**src/hdl/apq_pkg.sv**
```systemverilog
// Shared constants and types of the aging priority queue.
package apq_pkg;

   localparam int DEPTH   = 16;
   localparam int ID_W    = 16;
   localparam int PRIO_W  = 8;
   localparam int COUNT_W = $clog2(DEPTH + 1);

   localparam logic [31:0] MAX_PRIO    = 32'd255;
   localparam logic [31:0] MAX_ITEM_ID = 32'd65535;

   typedef enum logic {
      OP_INSERT   = 1'b0,
      OP_RETRIEVE = 1'b1
   } opcode_type;

   typedef enum logic [1:0] {
      ST_INSERTED  = 2'd0,
      ST_RETRIEVED = 2'd1,
      ST_FULL      = 2'd2,
      ST_EMPTY     = 2'd3
   } status_type;

   // One slot of the sorted row.
   typedef struct packed {
      logic              valid;
      logic [ID_W-1:0]   id;
      logic [PRIO_W-1:0] prio;
   } entry_type;

   // What a cell hands to its right neighbor.
   typedef struct packed {
      entry_type entry;
      logic      disp;   // this slot moves right on the current insert
   } link_type;

   // Operation broadcast to every cell.
   typedef struct packed {
      logic              ins;
      logic              ret;
      logic [ID_W-1:0]   id;
      logic [PRIO_W-1:0] prio;
   } cmd_type;

   // One result as it waits in the output buffer.
   typedef struct packed {
      logic [ID_W-1:0]    out_id;
      status_type         status;
      logic [COUNT_W-1:0] fill_count;
   } rsp_type;

endpackage

```
**src/hdl/apq_req_if.sv**
```systemverilog
// Request channel: one queue operation per transfer.
interface apq_req_if;
   logic                       valid;
   logic                       ready;
   logic                       opcode;
   logic [apq_pkg::ID_W-1:0]   item_id;
   logic [apq_pkg::PRIO_W-1:0] item_priority;

   modport source (output valid, opcode, item_id, item_priority, input ready);
   modport sink   (input valid, opcode, item_id, item_priority, output ready);
endinterface

```
**src/hdl/apq_rsp_if.sv**
```systemverilog
// Response channel: one result per transfer.
interface apq_rsp_if;
   logic                        valid;
   logic                        ready;
   logic [apq_pkg::ID_W-1:0]    out_id;
   logic [1:0]                  status;
   logic [apq_pkg::COUNT_W-1:0] fill_count;

   modport source (output valid, out_id, status, fill_count, input ready);
   modport sink   (input valid, out_id, status, fill_count, output ready);
endinterface

```
**src/hdl/apq_cell.sv**
```systemverilog
// One slot of the sorted row: shifts right on insert, left with aging on retrieve.
module apq_cell (
   input  logic               clock,
   input  logic               reset,
   input  apq_pkg::cmd_type   cmd,
   input  apq_pkg::link_type  prev_link,
   input  apq_pkg::entry_type next_entry,
   output apq_pkg::link_type  link
);

   apq_pkg::entry_type entry_ff;
   apq_pkg::entry_type entry_in;
   logic               disp;

   assign disp = entry_ff.valid && (entry_ff.prio > cmd.prio);
   assign link = '{entry: entry_ff, disp: disp};

   always_comb begin
      entry_in = entry_ff;
      if (cmd.ins) begin
         if (!(entry_ff.valid && !disp)) begin
            if (prev_link.disp) begin
               entry_in = prev_link.entry;
            end else if (entry_ff.valid || prev_link.entry.valid) begin
               entry_in = '{valid: 1'b1, id: cmd.id, prio: cmd.prio};
            end
         end
      end else if (cmd.ret) begin
         entry_in = next_entry;
         if (next_entry.prio > apq_pkg::PRIO_W'(1)) begin
            entry_in.prio = next_entry.prio - apq_pkg::PRIO_W'(1);
         end
      end
   end

   always_ff @(posedge clock) begin
      if (reset) begin
         entry_ff.valid <= 1'b0;
      end else begin
         entry_ff.valid <= entry_in.valid;
      end
      entry_ff.id   <= entry_in.id;
      entry_ff.prio <= entry_in.prio;
   end

endmodule

```
**src/hdl/apq_out_buf.sv**
```systemverilog
// Two-entry output buffer (main register plus skid) in front of the response channel.
module apq_out_buf (
   input  logic             clock,
   input  logic             reset,
   input  logic             in_valid,
   output logic             in_ready,
   input  apq_pkg::rsp_type in_data,
   apq_rsp_if.source        rsp_if
);

   logic             main_valid_ff, main_valid_in;
   logic             skid_valid_ff, skid_valid_in;
   apq_pkg::rsp_type main_data_ff, main_data_in;
   apq_pkg::rsp_type skid_data_ff, skid_data_in;
   logic             pop;

   assign in_ready = !skid_valid_ff;
   assign pop      = main_valid_ff && rsp_if.ready;

   always_comb begin
      main_valid_in = main_valid_ff;
      skid_valid_in = skid_valid_ff;
      main_data_in  = main_data_ff;
      skid_data_in  = skid_data_ff;
      if (in_valid && in_ready) begin
         if (!main_valid_ff || pop) begin
            main_valid_in = 1'b1;
            main_data_in  = in_data;
         end else begin
            skid_valid_in = 1'b1;
            skid_data_in  = in_data;
         end
      end else if (pop) begin
         main_valid_in = skid_valid_ff;
         main_data_in  = skid_data_ff;
         skid_valid_in = 1'b0;
      end
   end

   always_ff @(posedge clock) begin
      if (reset) begin
         main_valid_ff <= 1'b0;
         skid_valid_ff <= 1'b0;
      end else begin
         main_valid_ff <= main_valid_in;
         skid_valid_ff <= skid_valid_in;
      end
      main_data_ff <= main_data_in;
      skid_data_ff <= skid_data_in;
   end

   assign rsp_if.valid      = main_valid_ff;
   assign rsp_if.out_id     = main_data_ff.out_id;
   assign rsp_if.status     = main_data_ff.status;
   assign rsp_if.fill_count = main_data_ff.fill_count;

endmodule

```
**src/hdl/aging_priority_queue_unit.sv**
```systemverilog
// Top level of the aging priority queue: cell row, fill counter and output buffer.
//
// Usage:
//   req_if carries one operation per transfer: opcode insert (item_id,
//   item_priority) or retrieve. rsp_if returns exactly one result per
//   operation, in order: out_id, status and the fill count after the op.
//   The queue is a row of DEPTH cells kept sorted by priority, head in cell 0.
//   An insert is broadcast to all cells; each keeps, shifts right or loads
//   the new entry in the same cycle. A retrieve shifts the row left and ages
//   every moved priority by one, floored at 1.
// Output: each result is registered in the output buffer (main or skid register).
// Throughput: one operation per cycle while req_if.ready is high; the cell row
//   and the fill counter handle each operation as it is accepted.
// Stall: a two-entry output buffer holds results; req_if.ready drops only
//   when both entries are occupied, so one request is still taken while a
//   result waits.
// Reset: synchronous, active high; clears the fill count, every cell's valid
//   bit and the output buffer. No clearing pass is needed.
module aging_priority_queue_unit (
   input  logic      clock,
   input  logic      reset,
   apq_req_if.sink   req_if,
   apq_rsp_if.source rsp_if
);

   localparam int DEPTH   = apq_pkg::DEPTH;
   localparam int COUNT_W = apq_pkg::COUNT_W;
   localparam int ID_W    = apq_pkg::ID_W;
   localparam int PRIO_W  = apq_pkg::PRIO_W;

   logic [COUNT_W-1:0] count_ff, count_in;
   logic               req_fire;
   logic               is_insert;
   logic               full;
   logic               empty;
   logic               buf_ready;
   logic [PRIO_W-1:0]  prio_sat;
   logic [ID_W-1:0]    id_sat;
   apq_pkg::cmd_type   cmd;
   apq_pkg::rsp_type   rsp_data;

   apq_pkg::link_type  links [DEPTH];

   assign req_fire  = req_if.valid && buf_ready;
   assign is_insert = (req_if.opcode == apq_pkg::OP_INSERT);
   assign full      = (count_ff == COUNT_W'(DEPTH));
   assign empty     = (count_ff == '0);
   assign req_if.ready = buf_ready;

   // Saturate the inserted fields into their legal ranges.
   always_comb begin
      prio_sat = req_if.item_priority;
      if (prio_sat == '0) begin
         prio_sat = PRIO_W'(1);
      end else if (32'(prio_sat) > apq_pkg::MAX_PRIO) begin
         prio_sat = apq_pkg::MAX_PRIO[PRIO_W-1:0];
      end
      id_sat = req_if.item_id;
      if (32'(id_sat) > apq_pkg::MAX_ITEM_ID) begin
         id_sat = apq_pkg::MAX_ITEM_ID[ID_W-1:0];
      end
   end

   // Broadcast command; refused ops leave the row untouched.
   assign cmd.ins  = req_fire && is_insert && !full;
   assign cmd.ret  = req_fire && !is_insert && !empty;
   assign cmd.id   = id_sat;
   assign cmd.prio = prio_sat;

   // Cell row. Cell 0 sees a valid, never-displaced left neighbor; the last
   // cell pulls an empty slot on retrieve.
   for (genvar k = 0; k < DEPTH; k++) begin : g_cell
      apq_pkg::link_type  prev_link;
      apq_pkg::entry_type next_entry;

      if (k == 0) begin : g_head
         assign prev_link = '{entry: '{valid: 1'b1, id: '0, prio: '0}, disp: 1'b0};
      end else begin : g_body
         assign prev_link = links[k-1];
      end

      if (k == DEPTH - 1) begin : g_tail
         assign next_entry = '{valid: 1'b0, id: '0, prio: '0};
      end else begin : g_mid
         assign next_entry = links[k+1].entry;
      end

      apq_cell u_cell (
         .clock      (clock),
         .reset      (reset),
         .cmd        (cmd),
         .prev_link  (prev_link),
         .next_entry (next_entry),
         .link       (links[k])
      );
   end

   // Fill counter and result formation.
   always_comb begin
      count_in = count_ff;
      if (cmd.ins) begin
         count_in = count_ff + COUNT_W'(1);
      end else if (cmd.ret) begin
         count_in = count_ff - COUNT_W'(1);
      end

      rsp_data.out_id = '0;
      if (is_insert) begin
         rsp_data.status = full ? apq_pkg::ST_FULL : apq_pkg::ST_INSERTED;
      end else if (empty) begin
         rsp_data.status = apq_pkg::ST_EMPTY;
      end else begin
         rsp_data.status = apq_pkg::ST_RETRIEVED;
         rsp_data.out_id = links[0].entry.id;
      end
      rsp_data.fill_count = count_in;
   end

   always_ff @(posedge clock) begin
      if (reset) begin
         count_ff <= '0;
      end else begin
         count_ff <= count_in;
      end
   end

   apq_out_buf u_out_buf (
      .clock    (clock),
      .reset    (reset),
      .in_valid (req_if.valid),
      .in_ready (buf_ready),
      .in_data  (rsp_data),
      .rsp_if   (rsp_if)
   );

   // Count never exceeds the row length.
   a_count_range: assert property (@(posedge clock) disable iff (reset)
      count_ff <= COUNT_W'(DEPTH))
      else $error("fill count beyond depth");

   // Head cell holds an entry exactly when the queue is not empty.
   a_head_valid: assert property (@(posedge clock) disable iff (reset)
      links[0].entry.valid == !empty)
      else $error("head valid out of step with count");

   // Tail cell holds an entry exactly when the queue is full.
   a_tail_valid: assert property (@(posedge clock) disable iff (reset)
      links[DEPTH-1].entry.valid == full)
      else $error("tail valid out of step with count");

   // An accepted insert into a non-full queue grows the count by one.
   a_insert_grows: assert property (@(posedge clock) disable iff (reset)
      cmd.ins |=> (count_ff == $past(count_ff) + COUNT_W'(1)))
      else $error("insert did not grow the queue");

   // A refused operation leaves the count alone.
   a_refused_hold: assert property (@(posedge clock) disable iff (reset)
      (req_fire && !cmd.ins && !cmd.ret) |=> $stable(count_ff))
      else $error("refused operation changed the count");

endmodule
```
**src/flat_wrapper.sv**
```systemverilog
// flat-port wrapper written by rule: the top's interface ports become plain ports
module aging_priority_queue_unit_flat 
  (clock, reset, req_if_valid, req_if_opcode, req_if_item_id, req_if_item_priority, req_if_ready, rsp_if_valid, rsp_if_out_id, rsp_if_status, rsp_if_fill_count, rsp_if_ready);
  apq_req_if req_if_i ();
  apq_rsp_if rsp_if_i ();
  input  logic clock;
  input  logic reset;
  input wire logic [$bits(req_if_i.valid)-1:0] req_if_valid;
  input wire logic [$bits(req_if_i.opcode)-1:0] req_if_opcode;
  input wire logic [$bits(req_if_i.item_id)-1:0] req_if_item_id;
  input wire logic [$bits(req_if_i.item_priority)-1:0] req_if_item_priority;
  output wire logic [$bits(req_if_i.ready)-1:0] req_if_ready;
  output wire logic [$bits(rsp_if_i.valid)-1:0] rsp_if_valid;
  output wire logic [$bits(rsp_if_i.out_id)-1:0] rsp_if_out_id;
  output wire logic [$bits(rsp_if_i.status)-1:0] rsp_if_status;
  output wire logic [$bits(rsp_if_i.fill_count)-1:0] rsp_if_fill_count;
  input wire logic [$bits(rsp_if_i.ready)-1:0] rsp_if_ready;
  assign req_if_i.valid = req_if_valid;
  assign req_if_i.opcode = req_if_opcode;
  assign req_if_i.item_id = req_if_item_id;
  assign req_if_i.item_priority = req_if_item_priority;
  assign req_if_ready = req_if_i.ready;
  assign rsp_if_valid = rsp_if_i.valid;
  assign rsp_if_out_id = rsp_if_i.out_id;
  assign rsp_if_status = rsp_if_i.status;
  assign rsp_if_fill_count = rsp_if_i.fill_count;
  assign rsp_if_i.ready = rsp_if_ready;
  aging_priority_queue_unit u_core (.clock(clock), .reset(reset), .req_if(req_if_i), .rsp_if(rsp_if_i));
endmodule
```
**config.mk**
```make
export PLATFORM = sky130hd
export DESIGN_NAME = aging_priority_queue_unit_flat
export DESIGN_NICKNAME = d
export VERILOG_FILES = /design/src/hdl/apq_pkg.sv /design/src/hdl/apq_req_if.sv /design/src/hdl/apq_rsp_if.sv /design/src/hdl/apq_cell.sv /design/src/hdl/apq_out_buf.sv /design/src/hdl/aging_priority_queue_unit.sv /design/src/flat_wrapper.sv
export SDC_FILE = /design/constraint.sdc
export NUM_CORES = 1
export LEC_CHECK = 0
export BUFFER_PORTS_ARGS = -buffer_cell sky130_fd_sc_hd__buf_4
export CORE_AREA = 2 2 251 253
export CTS_BUF_LIST = sky130_fd_sc_hd__clkbuf_8
export CTS_CLUSTER_DIAMETER = 100
export CTS_CLUSTER_SIZE = 24
export DETAILED_ROUTE_END_ITERATION = 12
export DIE_AREA = 0 0 253 255
export PLACE_DENSITY = 0.67
export SLEW_MARGIN = 25
export SYNTH_ARGS = -nofsm -noshare
export SYNTH_HDL_FRONTEND = slang
export SYNTH_SLANG_ARGS = --single-unit
```
**constraint.sdc**
```tcl
create_clock -name clock -period 6.05 [get_ports clock]
set_input_delay 1.21 -clock clock [delete_from_list [all_inputs] [get_ports clock]]
set_output_delay 1.21 -clock clock [all_outputs]
set_load 0.01 [all_outputs]
```
==> After elaboration in Yosys (flattened, before gate mapping) <==
Cells that the tools add are included.
{ "op_classes": {"add_sub_neg": 17, "multipliers": 0, "div": 0, "order_cmp": 31, "eq_ne": 34, "shifts": 0, "muxes": 110, "bitwise_logic": 2, "n_reduce_logical": 97} }
{ "ops": {"columns": ["operator", "n"], "rows": [
  ["2-to-1 mux 25 bit", 78],
  ["> comparator 8 bit", 16],
  ["2-to-1 mux 8 bit", 16],
  ["> comparator 8 x 1 -> 1 bit, second input constant", 15],
  ["subtractor 8 x 1 -> 8 bit, second input constant", 15],
  ["2-to-1 mux 23 bit", 3],
  ["inequality test 3 bit, second input constant", 15],
  ["AND reduction 3 bit", 15],
  ["logical AND 1 bit", 38],
  ["inequality test 2 bit, second input constant", 18],
  ["2-to-1 mux 16 bit", 2],
  ["logical NOT 1 bit", 20],
  ["logical OR 1 bit", 16],
  ["2-to-1 mux 5 bit", 2],
  ["logical NOT 8 bit", 1],
  ["AND reduction 2 bit", 4],
  ["2-to-1 mux 1 bit", 6],
  ["2-to-1 mux 2 bit", 3],
  ["adder 5 x 1 -> 5 bit, second input constant", 1],
  ["== test 5 bit, second input constant", 1],
  ["logical NOT 5 bit", 1],
  ["subtractor 5 x 1 -> 5 bit, second input constant", 1],
  ["nonzero test 2 bit", 2],
  ["NOT 1 bit", 2]
]} }
{ "word_totals": {"register_bits": 453, "latch_bits": 0, "mem_bits_rw": 0, "mem_bits_ro": 0, "inputBits": 29, "output_inout_bits": 25, "wordCells": 348, "n_memories": 0} }

==> Logic depth before layout (Yosys ltp) <==
{ "logic_depth": {"depth_word": 8, "mapped_depth": 13, "ltp_nobuf": 10} }

==> By module <==
From an unflattened synthesis, not the netlist that was laid out.
{ "hier_totals": {"hier_cells": 2932, "area_unflattened_um2": 29945.0} }
{ "by_module_without_submodules": {"columns": ["mod", "n_inst", "cells_per_inst", "area_per_inst_um2", "seq_area_each_um2"], "rows": [
  ["apq_cell at u_core.g_cell[0].u_cell ...", 9, 172, 1714.1, 740.7],
  ["apq_cell at u_core.g_cell[3].u_cell ...", 7, 173, 1717.9, 740.7],
  ["apq_out_buf", 1, 84, 1856.8, 1421.4],
  ["aging_priority_queue_unit", 1, 89, 635.6, 100.1]
]} }

==> Worst setup path after synthesis <==
Ideal clock, no wire load.
{ "synth_timing": {"kind": "input-to-reg", "from": "in req_if_item_priority[5]", "to": "reg u_core.g_cell[6].u_cell.entry_ff, in the netlist u_core.g_cell[6].u_cell.link[10], enable pin", "setup_ns": 0.420, "arrival_time_ns": 4.600, "t_required_ns": 5.630, "path_slack_ns": 1.030, "stages": 11, "path_buffers": 2, "path_cell_list": "clkbuf_1 -> nor4_1 -> a41oi_1 -> inv_1 -> ha_1 -> and4_1 -> nand2_1 -> and3_1 -> a41oi_2 -> clkbuf_1 -> a31oi_1"} }
{ "synth_via": {"elab_chain_cells": 8, "elab_cells_between_ends": 11, "cone_classes": "order compare (2); eq/ne (2); mux (1); reduce/logical (6)"} }
{ "synth_lines": {"columns": ["element", "line_no", "rtl"], "rows": [
  ["from (decl)", "flat_wrapper.sv:11", "input wire logic [$bits(req_if_i.item_priority)-1:0] req_if_item_priority;"],
  ["logical NOT 8 bit", "aging_priority_queue_unit.sv:53", "if (prio_sat == '0) begin"],
  ["2-to-1 mux 8 bit (*)", "aging_priority_queue_unit.sv:53", null],
  ["> comparator 8 bit", "apq_cell.sv:15", "assign disp = entry_ff.valid && (entry_ff.prio > cmd.prio);"],
  ["logical AND 1 bit", "apq_cell.sv:15", null],
  ["logical NOT 1 bit", "apq_cell.sv:21", "if (!(entry_ff.valid && !disp)) begin"],
  ["logical AND 1 bit", "apq_cell.sv:21", null],
  ["inequality test 2 bit (no source line)", null, null],
  ["AND reduction 3 bit (no source line) (*)", null, null],
  ["to (decl)", "apq_cell.sv:11", "apq_pkg::entry_type entry_ff;"]
]} }
Every way passes the cells marked *; elsewhere a longest branch is shown, timed or not.
A chain may end at the register's enable or synchronous reset.

==> results.cfg <==
[run_status]
outcome = finished clean

[placement]
dpl.hpwl_mm = 53.91
place_area_mm2 = 0.02901
io_buffers = 53
place.gp.congestion = 0.9177
dpl.cell_count = 3385
place_ws_ns = 1.077

[timing]
maxSlewViolCount = 0
fin_crit_sh = 0.7056
hold_viol_final = 0
timing.fmax_mhz = 234.2
fin_tns_setup_ns = 0
max_slew_margin = 0.2775
fin_crit_ns = 4.269
whs_ns = 0.5253
setup_viol = 0
skew_ns = 0.02891
worstMarginPinSlew_ns = 1.083
fin_ws_ns = 1.781
grt_setup_unrepaired = no

[final_layout]
instances_no_fill = 3421
nFillCells = 5733
syn2layout_area_growth_pct = 6.664
final_cell_mix = edfxtp_1, nand2_1, o21ai_0, mux2i_1, ha_1
stdcell_area_mm2 = 0.02952
fin_util = 0.4749
fin_nets = 2803
drive_gt1_frac = 0.09077
final_common_cell = edfxtp_1
diodes = 0

[route]
vias = 21220
detail-route-antenna-nets = 0
wl_per_cell_um = 23.32
route.detailed.drc = 0
wirelength_mm = 79.79
dr.pass1.iters = 6
drtIter0Drc = 2122
routed_via_density = 6.202

[synthesis]
synth-simple-area-share = 0.1325
synth_enable_flop_cells = 430
synth_warnings = 0
ys.flop_type = edfxtp_1
syn_inst = 2660
synth_adder_area_share = 0.07233
syn_area_mm2 = 0.02768
synth_compound_area_frac = 0.1406
synth_xor_area_frac = 0.02722
synthMuxAreaShare = 0.1038
synth_top_family_by_area = compound AO/OA/AOI/OAI gates
synth_seq_cells = 453
ys_types = 61
synth_area_per_cell_um2 = 10.40
yosysSeqAreaShare = 0.4832
syn_nets = 2849
synthArstFlopShare = 0

[global_route]
first_global_vias = 20570
grt_max_degree = 211
track_usage = 0.2396
grt.overflow.total = 0
grt_pass1_wl_mm = 120.6
antenna_found_initial = 0

[clock_tree]
cts_buffers = 24
cts_root_buf = clkbuf_8
ctsLongestPathBuffers = 3
path_clk_slew_ns = 0.16
cts-htree-levels = 1
tritoncts = built
post_cts_buffers = 0
clk-insertion-delay-late_ns = 0.71
clock-sinks = 453
cts_resized = 0
cts_hold_buf = 0

[setup_path]
crit_fanout = 23
crit_type = input pin to flop
endpoint_kind = flop
cp.arrival_ns = 4.70
critPathRequiredTime_ns = 6.48
cp-start-kind = input pin

[die]
initial_utilization = 0.4452
io_pins = 54
dieArea_mm2 = 0.06452
design.core.area_mm2 = 0.06216
die_w_um = 253
rows = 92
die_y_um = 255

[flow_run]
max_cap_violations = 0

[hold_path]
hold_class = flop to flop

[power]
power.density_mw_per_mm2 = 243.9
power_mw = 7.201
ir_worst_vdd_uv = 199.1
p_leak_nw = 12.02
==> cell families after synthesis <==
group,count (synthesis)
xor+xnor,86
simple gates,780
flops,453
fa+ha+maj,160
buf+inv,250
compound gates,646
mux,285
==> worst paths after layout <==
kind / cells after the start / to / slack (ns) / startpoint
worst max-delay path: 13 / u_core.g_cell[6].u_cell.link[11]$_DFFE_PP_ / 1.78 / req_if_item_priority[5]
worst min-delay path: 2 / u_core.g_cell[10].u_cell.link[25]$_SDFFE_PP0P_ / 0.53 / u_core.g_cell[11].u_cell.link[25]$_SDFFE_PP0P_
worst max register to register: 8 / u_core.g_cell[14].u_cell.link[11]$_DFFE_PP_ / 2.48 / u_core.count_ff[1]$_SDFF_PP0_
worst min register to register: 2 / u_core.g_cell[10].u_cell.link[25]$_SDFFE_PP0P_ / 0.53 / u_core.g_cell[11].u_cell.link[25]$_SDFFE_PP0P_
==> critical path, stage by stage <==
cell and delay (ns):
buf_4 0.22, nor4_1 0.31, a41oi_1 0.20, inv_1 0.39, buf_4 0.32, ha_1 0.18, inv_1 0.04, a21oi_1 0.11
o21ai_0 0.16, a32oi_4 0.87, buf_4 0.33, mux2i_1 0.22, o21ai_0 0.11
==> where the power goes <==
group          switching [mW]  internal (mW)
sequential              0.288           3.83
combinational            1.01          0.584
clock                    1.04          0.443
==> Yosys cell counts, types with 5 or more instances <==
master | n | area (um2)
o31ai_1 | 26 | 195.2
a211oi_1 | 30 | 225.2
a22oi_1 | 13 | 97.59
nor4_1 | 22 | 137.6
xnor2_1 | 51 | 446.7
o21ai_0 | 343 | 1717
buf_4 | 12 | 90.09
or3_1 | 6 | 37.54
or4_1 | 15 | 112.6
nor4_2 | 10 | 125.1
nor3_1 | 56 | 280.3
ha_1 | 160 | 2002
mux2_2 | 17 | 191.4
buf_2 | 72 | 360.4
nand2b_1 | 13 | 81.33
nor4b_1 | 11 | 96.34
clkbuf_1 | 80 | 300.3
o22ai_1 | 10 | 62.56
xor2_1 | 35 | 306.5
nand2_1 | 413 | 1550
and3_1 | 8 | 50.05
a31oi_1 | 15 | 93.84
a221oi_2 | 14 | 210.2
and4_1 | 12 | 105.1
nand4_1 | 7 | 43.79
nor2_1 | 117 | 439.2
mux2i_1 | 268 | 2683
nand3_1 | 36 | 180.2
and2_1 | 17 | 106.4
a221oi_1 | 6 | 52.55
o311ai_0 | 7 | 61.31
dfxtp_1 | 23 | 460.4
or4_4 | 11 | 123.9
buf_1 | 5 | 18.77
inv_1 | 75 | 281.5
nor2b_1 | 14 | 87.58
edfxtp_1 | 430 | 12910
buf_6 | 6 | 67.56
a21oi_1 | 120 | 600.6
a32oi_1 | 32 | 280.3
==> per-layer routing <==
layer	global-route usage	vias to the layer above	part of all wire
met5	0	-	0
met4	0.07794	0	0.036
met3	0.02593	161	0.066
met2	0.4064	828	0.48
met1	0.3217	10460	0.42
li1	-	9772	-
==> sequential cells by signal, indices dropped and copies added (netlist names) <==
signal and flops:
u_core.g_cell.u_cell.link 400, u_core.u_out_buf.skid_data_ff 23, u_core.u_out_buf.rsp_if.out_id 16, u_core.count_ff 5, u_core.u_out_buf.rsp_if.fill_count 5, u_core.u_out_buf.rsp_if.status 2, u_core.u_out_buf.rsp_if.valid 1, u_core.u_out_buf.skid_valid_ff 1
==> final cells by class <==
type	instances	area, um2	area share
clock buffers	25	344.1	0.01166
multi-input cells	1957	13570	0.4597
repair buffers	103	845.8	0.02865
inverters	75	281.5	0.009536
well taps	799	999.7	0.03386
flip-flops and latches	453	13370	0.4530
clock inverters	9	106.4	0.003603
Power figures use the tool's default switching activity.
